### src/rtl/bppc_pkg.sv
// types and constants for the battery pack protection controller
`default_nettype none

package bppc_pkg;

  // item operation codes
  typedef enum logic [1:0] {
    OP_TICK    = 2'd0,
    OP_MEASURE = 2'd1,
    OP_COMMAND = 2'd2
  } op_e;

  // configuration register indexes
  typedef enum logic [1:0] {
    CFG_MAX_CHG   = 2'd0,
    CFG_MAX_DCHG  = 2'd1,
    CFG_WIN_TICKS = 2'd2,
    CFG_PRESS_THR = 2'd3
  } cfg_e;

  // remote command bytes
  localparam logic [7:0] CMD_RELAY1 = 8'h01;
  localparam logic [7:0] CMD_RELAY2 = 8'h02;
  localparam logic [7:0] CMD_FAN1   = 8'h03;
  localparam logic [7:0] CMD_FAN2   = 8'h04;

  // register widths and reset values
  localparam int unsigned CurW = 15;
  localparam int unsigned CntW = 8;
  localparam logic [CurW-1:0] MAX_CHG_RST   = 15'd1000;
  localparam logic [CurW-1:0] MAX_DCHG_RST  = 15'd1000;
  localparam logic [CntW-1:0] WIN_TICKS_RST = 8'd40;
  localparam logic [CntW-1:0] PRESS_THR_RST = 8'd10;
  localparam logic [CntW-1:0] CNT_MAX       = 8'hFF;

  // one input word
  typedef struct packed {
    logic [1:0]         op;
    logic [3:0]         button_levels;
    logic signed [15:0] current_pack1;
    logic signed [15:0] current_pack2;
    logic [7:0]         cell_flags;
    logic [7:0]         temp_flags;
    logic [7:0]         command;
  } item_t;

  // one result word
  typedef struct packed {
    logic [1:0] relay_on;
    logic [1:0] fan_on;
    logic       charging;
    logic       discharging;
    logic [1:0] fault_current;
    logic [1:0] fault_voltage;
    logic [1:0] fault_temp;
  } res_t;

endpackage

`default_nettype wire

### src/rtl/battery_pack_protection_controller_unit.sv
// top level of the two-pack battery protection controller
// a word is held in the input register, and its result moves into the result register
//   once that register is empty or its previous result is being taken
// throughput: one word per cycle; the input register advances whenever the
//   result register is empty or being taken in the same cycle
// reset: controller state and both valid flags clear, configuration returns to its defaults, no word is held
`default_nettype none

module battery_pack_protection_controller_unit (
  input  wire logic                 clk_i,
  input  wire logic                 rst_ni,
  // configuration write port
  input  wire logic                 cfg_we_i,
  input  wire logic [1:0]           cfg_idx_i,
  input  wire logic [14:0]          cfg_data_i,
  // input channel
  input  wire logic                 in_valid_i,
  output logic                      in_ready_o,
  input  wire logic [1:0]           op_i,
  input  wire logic [3:0]           button_levels_i,
  input  wire logic signed [15:0]   current_pack1_i,
  input  wire logic signed [15:0]   current_pack2_i,
  input  wire logic [7:0]           cell_flags_i,
  input  wire logic [7:0]           temp_flags_i,
  input  wire logic [7:0]           command_i,
  // output channel
  output logic                      out_valid_o,
  input  wire logic                 out_ready_i,
  output logic                      relay1_on_o,
  output logic                      relay2_on_o,
  output logic                      fan1_on_o,
  output logic                      fan2_on_o,
  output logic                      charging_o,
  output logic                      discharging_o,
  output logic                      fault_current1_o,
  output logic                      fault_current2_o,
  output logic                      fault_voltage1_o,
  output logic                      fault_voltage2_o,
  output logic                      fault_temp1_o,
  output logic                      fault_temp2_o
);

  import bppc_pkg::*;

  // configuration registers
  logic [CurW-1:0] max_chg_q, max_dchg_q;
  logic [CntW-1:0] win_ticks_q, press_thr_q;

  // pipeline registers
  logic  in_valid_q, out_valid_q;
  item_t item_q;
  res_t  res_q, res_d;
  logic  advance;

  // controller state
  logic [1:0]                relay_q, relay_d;
  logic [1:0]                fan_q, fan_d;
  logic [1:0]                cur_fault_q, cur_fault_d;
  logic [1:0]                volt_fault_q, volt_fault_d;
  logic [1:0]                temp_fault_q, temp_fault_d;
  logic                      chg_q, chg_d;
  logic                      dchg_q, dchg_d;
  logic [CntW-1:0]           win_cnt_q, win_cnt_d;
  logic [3:0][CntW-1:0]      press_cnt_q, press_cnt_d;

  // handshake
  assign advance    = in_valid_q && (!out_valid_q || out_ready_i);
  assign in_ready_o = !in_valid_q || advance;

  // configuration writes
  always_ff @(posedge clk_i or negedge rst_ni) begin
    if (!rst_ni) begin
      max_chg_q   <= MAX_CHG_RST;
      max_dchg_q  <= MAX_DCHG_RST;
      win_ticks_q <= WIN_TICKS_RST;
      press_thr_q <= PRESS_THR_RST;
    end else if (cfg_we_i) begin
      case (cfg_e'(cfg_idx_i))
        CFG_MAX_CHG:   max_chg_q   <= cfg_data_i;
        CFG_MAX_DCHG:  max_dchg_q  <= cfg_data_i;
        CFG_WIN_TICKS: win_ticks_q <= cfg_data_i[CntW-1:0];
        CFG_PRESS_THR: press_thr_q <= cfg_data_i[CntW-1:0];
        default: ;
      endcase
    end
  end

  // input register
  always_ff @(posedge clk_i or negedge rst_ni) begin
    if (!rst_ni) begin
      in_valid_q <= 1'b0;
    end else if (in_ready_o) begin
      in_valid_q <= in_valid_i;
    end
  end

  always_ff @(posedge clk_i) begin
    if (in_valid_i && in_ready_o) begin
      item_q.op            <= op_i;
      item_q.button_levels <= button_levels_i;
      item_q.current_pack1 <= current_pack1_i;
      item_q.current_pack2 <= current_pack2_i;
      item_q.cell_flags    <= cell_flags_i;
      item_q.temp_flags    <= temp_flags_i;
      item_q.command       <= command_i;
    end
  end

  // next state for the held word
  always_comb begin
    logic signed [15:0]   cur [2];
    logic signed [16:0]   neg;
    logic [CntW-1:0]      win_inc;
    logic [3:0][CntW-1:0] press_inc;
    logic [3:0]           tog;
    logic                 found;
    logic [1:0]           any_fault;

    relay_d      = relay_q;
    fan_d        = fan_q;
    cur_fault_d  = cur_fault_q;
    volt_fault_d = volt_fault_q;
    temp_fault_d = temp_fault_q;
    chg_d        = chg_q;
    dchg_d       = dchg_q;
    win_cnt_d    = win_cnt_q;
    press_cnt_d  = press_cnt_q;
    tog          = '0;
    found        = 1'b0;
    neg          = '0;
    cur[0]       = item_q.current_pack1;
    cur[1]       = item_q.current_pack2;

    // saturating counters for a tick
    win_inc = (win_cnt_q == CNT_MAX) ? win_cnt_q : win_cnt_q + 8'd1;
    for (int b = 0; b < 4; b++) begin
      press_inc[b] = (item_q.button_levels[b] && press_cnt_q[b] != CNT_MAX)
                     ? press_cnt_q[b] + 8'd1 : press_cnt_q[b];
    end

    case (op_e'(item_q.op))
      OP_TICK: begin
        win_cnt_d   = win_inc;
        press_cnt_d = press_inc;
        // window end: first button above threshold wins
        if (win_inc >= win_ticks_q) begin
          for (int b = 0; b < 4; b++) begin
            if (!found && press_inc[b] > press_thr_q) begin
              tog[b] = 1'b1;
              found  = 1'b1;
            end
          end
          win_cnt_d   = '0;
          press_cnt_d = '0;
        end
      end
      OP_MEASURE: begin
        // mode from current signs
        chg_d  = (cur[0] > 16'sd0) || (cur[1] > 16'sd0);
        dchg_d = !chg_d && (cur[0][15] || cur[1][15]);
        for (int p = 0; p < 2; p++) begin
          neg = -{cur[p][15], cur[p]};
          cur_fault_d[p] = (chg_d && (cur[p] > $signed({1'b0, max_chg_q}))) ||
                           (dchg_d && (neg > $signed({2'b00, max_dchg_q})));
          volt_fault_d[p] = |item_q.cell_flags[p*4 +: 4];
          temp_fault_d[p] = |item_q.temp_flags[p*4 +: 4];
          if (cur_fault_d[p] || volt_fault_d[p] || temp_fault_d[p]) begin
            relay_d[p] = 1'b0;
          end
          if (temp_fault_d[p]) begin
            fan_d[p] = 1'b1;
          end
        end
      end
      OP_COMMAND: begin
        case (item_q.command)
          CMD_RELAY1: tog = 4'b0001;
          CMD_RELAY2: tog = 4'b0010;
          CMD_FAN1:   tog = 4'b0100;
          CMD_FAN2:   tog = 4'b1000;
          default:    tog = 4'b0000;
        endcase
      end
      default: ;
    endcase

    // toggles with fault interlocks
    any_fault = cur_fault_q | volt_fault_q | temp_fault_q;
    for (int p = 0; p < 2; p++) begin
      if (tog[p]) begin
        relay_d[p] = !relay_q[p] && !any_fault[p];
      end
      if (tog[p+2]) begin
        fan_d[p] = !fan_q[p] || temp_fault_q[p];
      end
    end

    res_d.relay_on      = relay_d;
    res_d.fan_on        = fan_d;
    res_d.charging      = chg_d;
    res_d.discharging   = dchg_d;
    res_d.fault_current = cur_fault_d;
    res_d.fault_voltage = volt_fault_d;
    res_d.fault_temp    = temp_fault_d;
  end

  // state update
  always_ff @(posedge clk_i or negedge rst_ni) begin
    if (!rst_ni) begin
      relay_q      <= '0;
      fan_q        <= '0;
      cur_fault_q  <= '0;
      volt_fault_q <= '0;
      temp_fault_q <= '0;
      chg_q        <= 1'b0;
      dchg_q       <= 1'b0;
      win_cnt_q    <= '0;
      press_cnt_q  <= '0;
    end else if (advance) begin
      relay_q      <= relay_d;
      fan_q        <= fan_d;
      cur_fault_q  <= cur_fault_d;
      volt_fault_q <= volt_fault_d;
      temp_fault_q <= temp_fault_d;
      chg_q        <= chg_d;
      dchg_q       <= dchg_d;
      win_cnt_q    <= win_cnt_d;
      press_cnt_q  <= press_cnt_d;
    end
  end

  // result register
  always_ff @(posedge clk_i or negedge rst_ni) begin
    if (!rst_ni) begin
      out_valid_q <= 1'b0;
    end else if (advance) begin
      out_valid_q <= 1'b1;
    end else if (out_ready_i) begin
      out_valid_q <= 1'b0;
    end
  end

  always_ff @(posedge clk_i) begin
    if (advance) begin
      res_q <= res_d;
    end
  end

  // output ports
  assign out_valid_o      = out_valid_q;
  assign relay1_on_o      = res_q.relay_on[0];
  assign relay2_on_o      = res_q.relay_on[1];
  assign fan1_on_o        = res_q.fan_on[0];
  assign fan2_on_o        = res_q.fan_on[1];
  assign charging_o       = res_q.charging;
  assign discharging_o    = res_q.discharging;
  assign fault_current1_o = res_q.fault_current[0];
  assign fault_current2_o = res_q.fault_current[1];
  assign fault_voltage1_o = res_q.fault_voltage[0];
  assign fault_voltage2_o = res_q.fault_voltage[1];
  assign fault_temp1_o    = res_q.fault_temp[0];
  assign fault_temp2_o    = res_q.fault_temp[1];

  // a closed relay never coexists with a fault on its pack
  a_relay_interlock: assert property (@(posedge clk_i) disable iff (!rst_ni)
    ((relay_q & (cur_fault_q | volt_fault_q | temp_fault_q)) == 2'b00))
    else $error("relay closed on faulted pack");

  // a temperature fault keeps the fan running
  a_fan_interlock: assert property (@(posedge clk_i) disable iff (!rst_ni)
    ((temp_fault_q & ~fan_q) == 2'b00))
    else $error("fan off during temperature fault");

  // charge and discharge modes exclude each other
  a_mode_excl: assert property (@(posedge clk_i) disable iff (!rst_ni)
    !(chg_q && dchg_q))
    else $error("both modes set");

  // the window counter is cleared before it can reach saturation
  a_win_bound: assert property (@(posedge clk_i) disable iff (!rst_ni)
    win_cnt_q != CNT_MAX)
    else $error("window counter saturated");

  // every word that moves on yields a held result
  a_result_loaded: assert property (@(posedge clk_i) disable iff (!rst_ni)
    advance |=> out_valid_q)
    else $error("result lost after advance");

endmodule

`default_nettype wire
### config.mk
export PLATFORM = sky130hd
export DESIGN_NAME = battery_pack_protection_controller_unit
export DESIGN_NICKNAME = d
export VERILOG_FILES = /design/src/rtl/bppc_pkg.sv /design/src/rtl/battery_pack_protection_controller_unit.sv
export SDC_FILE = /design/constraint.sdc
export NUM_CORES = 1
export LEC_CHECK = 0
export BUFFER_PORTS_ARGS = -buffer_cell sky130_fd_sc_hd__buf_2
export CAP_MARGIN = 15
export CORE_ASPECT_RATIO = 1.2
export CORE_MARGIN = 1.5
export CORE_UTILIZATION = 25
export DETAILED_ROUTE_END_ITERATION = 6
export SETUP_SLACK_MARGIN = 0.1
export SLEW_MARGIN = 5
export SYNTH_ARGS = -nofsm -noshare
export SYNTH_HDL_FRONTEND = slang
export SYNTH_SLANG_ARGS = --single-unit
### constraint.sdc
create_clock -name clk_i -period 5.4 [get_ports clk_i]
set_input_delay 1.08 -clock clk_i [delete_from_list [all_inputs] [get_ports clk_i]]
set_output_delay 1.08 -clock clk_i [all_outputs]
set_load 0.005 [all_outputs]
==> out/metrics.yaml <==
start_util_pct: 25.3
syn_nets: 1125
path_buf_inv: 0
drtPass1Iterations: 5
netlist_instances: 932
drcViolationCount: 0
yosysWarnings: 0
port_buffers: 97
grt-ovfl-total: 0
fin_crit_ns: 4.01
reg2regPathDepth: 14
postCtsSetupBuffers: 0
die_area_um2: 41600
drive_above_1_share_pct: 20.4
pre_cts_ws_ns: 1.46
cts_tree: "built"
hold_viol_final: 0
r2r_end: "fan1_on_o$_DFFE_PP_"
skew_ns: 0.0128
clkSinkCount: 174
setup_tns_ns: 0
n_antenna_cell: 0
yosysMostFrequentCell: "nand2_1"
cp_slowest_cell: "dfrtp_1"
synth_common_cells: "118 x nand2_1, 109 x ha_1, 84 x dfrtp_1"
wl_per_cell_um: 15.9
vias_per_cell: 4.66
ant_nets: 0
coreArea_um2: 39800
drtIter0Drc: 380
die_w_um: 186
arrival_ns: 4.27
synthFlopType: "dfrtp_1"
worst_slack_ns: 1.39
drv_slew: 0
io_pins: 98
critPathRequiredTime_ns: 5.66
setup_viol: 0
clk_latency_ns: 0.44
netlist.area_leader.share_pct: 22.0
grtUsageTotal_pct: 12.3
fin_crit_sh_pct: 74.2
drv_cap: 0
final_core_util_pct: 29.7
ir_drop_mv: 0.176
slowest_delay_ns: 0.47
synth_edf_count: 74
worstPathCellList: "ha_1 -> and3_1 -> a31oi_2 -> nand4_1 -> nor2_1 -> xor2_1 -> ha_1 -> o21ai_0 -> nor2_1 -> o31ai_1 -> nand4_1 -> o21ai_0 -> nor2_1 -> a22oi_1"
vias: 7389
design_power_total_uw: 3920
ys_types: 66
fin_nets: 1232
die_h_um: 223
syn_area_per_cell_um2: 10.8
rows: 80
syn_area_um2: 10100
timing.rr.start: "press_cnt_q[0]$_DFFE_PN0P_"
wl_mm: 25.2
clk_pin_slew_ns: 0.08
fmax_mhz: 249
relSlewSlack_pct: 31.2
place_congestion: 0.845
rsz0062_at_grt: "false"
grt_max_degree: 67
synth.largest_area_cell: "edfxtp_1"
root_buffer: "clkbuf_16"
tightest_slew_ns: 1.03
grt_first_pass_wirelength_mm: 40.2
hold_class: "flip-flop to flip-flop"
hpwl_mm: 19.4
critical-path-top-delay-family: "compound AO/OA/AOI/OAI gates"
min_to: "out_valid_o$_DFFE_PN0P_"
numCtsBuffers: 17
min_from: "in_valid_q$_DFFE_PN0N_"
ctsResizeCount: 0
grt_antenna_before_repair: 0
area_delta_synth_final_pct: 17.4
status: "finished clean"
cts_buffer_depth: 2
synth_area_leaders: "edfxtp_1 22%, dfrtp_1 21%, ha_1 14%, mux2_2 4.9%, nand2_1 4.4%"
crit_path_frequent_cell: "nor2_1"
critPathMaxFanout: 9
htree_levels: 4
holdBufCountCts: 0
synthArstFlopShare_pct: 57.5
synth-seq-cells: 174
critPathCaptureType: "flip-flop"
holdPathStages: 1
timing_worst_setup_path_type: "flip-flop to flip-flop"
p_leak_uw: 0.00507
grt_pass1_vias: 7516
crit_path_start_kind: "flip-flop"
ys_seq_area_share_pct: 47.0
power_per_cell_area_nw_per_um2: 331
rrSetupSlack_ns: 1.39
registers in the layout, summed over array words and instances (netlist names), 2 cells and up:
name and count:
press_thr_q 8, item_q 62, relay_q 2, cur_fault_q 2
max_dchg_q 15, win_ticks_q 8, temp_fault_q 2, fan_q 2
max_chg_q 15, press_cnt_q 32, win_cnt_q 8, volt_fault_q 2
how the worst max path moves through the flow:
stage / slack, ns / end / cells after the start / startpoint
finish: 1.39 / fan1_on_o$_DFFE_PP_ / 14 / press_cnt_q[0]$_DFFE_PN0P_
detailed placement: 1.46 / fan1_on_o$_DFFE_PP_ / 14 / press_cnt_q[0]$_DFFE_PN0P_
floorplan: 1.96 / relay_q[1]$_DFFE_PN0P_ / 14 / item_q[32]$_DFFE_PP_
global route: 1.07 / fan1_on_o$_DFFE_PP_ / 13 / press_cnt_q[0]$_DFFE_PN0P_
CTS: 1.42 / fan1_on_o$_DFFE_PP_ / 14 / press_cnt_q[0]$_DFFE_PN0P_
global placement: 1.50 / fan1_on_o$_DFFE_PP_ / 14 / press_cnt_q[0]$_DFFE_PN0P_
layout by cell type, fill, tap and decap left out, drive strengths merged, types with 14 or more instances in the layout:
cell type,instances
xnor2,39
mux2,44
nand4,23
inv,68
ha,109
nand3,25
nor4,14
buf,105
dfstp,16
o21ai,56
a21oi,29
clkbuf,19
a21o,15
dfrtp,84
edfxtp,74
xor2,18
nor2,40
nand2,118
worst reg2reg max path, stage by stage (launching register included):
cell     delay [ns]
dfrtp_1        0.47
ha_1           0.27
and3_1         0.17
a31oi_2        0.44
nand4_1        0.28
nor2_1         0.20
xor2_1         0.23
ha_1           0.28
o21ai_0        0.08
nor2_1         0.06
o31ai_1        0.43
nand4_1        0.22
o21ai_0        0.40
nor2_1         0.07
a22oi_1        0.23
through the flow:
stage	cells	instance area, um^2	hold slack (ns)
finish	1585	11800	0.500
global route	1585	11800	0.522
CTS	1585	11800	0.492
detailed placement	1553	11300	0.475
global placement	1553	11300	0.460
floorplan	932	10100	0.446
final cells by class:
type | count | area [um^2]
flip-flops and latches | 174 | 4740
multi-input cells | 682 | 5080
fillers | 4216 | 28000
clock inverters | 13 | 140
inverters | 59 | 221
repair buffers | 105 | 548
well taps | 533 | 667
clock buffers | 19 | 443
power by group:
part	internal, uW	leakage, uW	switching (uW)
logic	423	0.00285	518
clock network	667	0.000282	570
registers	1590	0.00195	153
total	2680	0.00507	1240
metal layers:
metal	vias to the layer above	global-route usage [%]	wire, um
li1	3620	-	-
met1	3584	14.3	10800
met2	147	22.5	13100
met3	38	1.97	704
met4	0	4.38	563
met5	-	0	0
kinds of logic after synthesis:
family / Yosys count / synth area share (%)
and+or+nand+nor: 297 / 14.7
DFF: 174 / 47.0
AOI/OAI and AO/OA: 172 / 11.8
adders and majority gates: 109 / 13.5
buffers and inverters: 76 / 2.83
xor gates and xnor gates: 57 / 4.95
muxes: 47 / 5.21
Note: power is estimated with default switching activity, not from simulation.
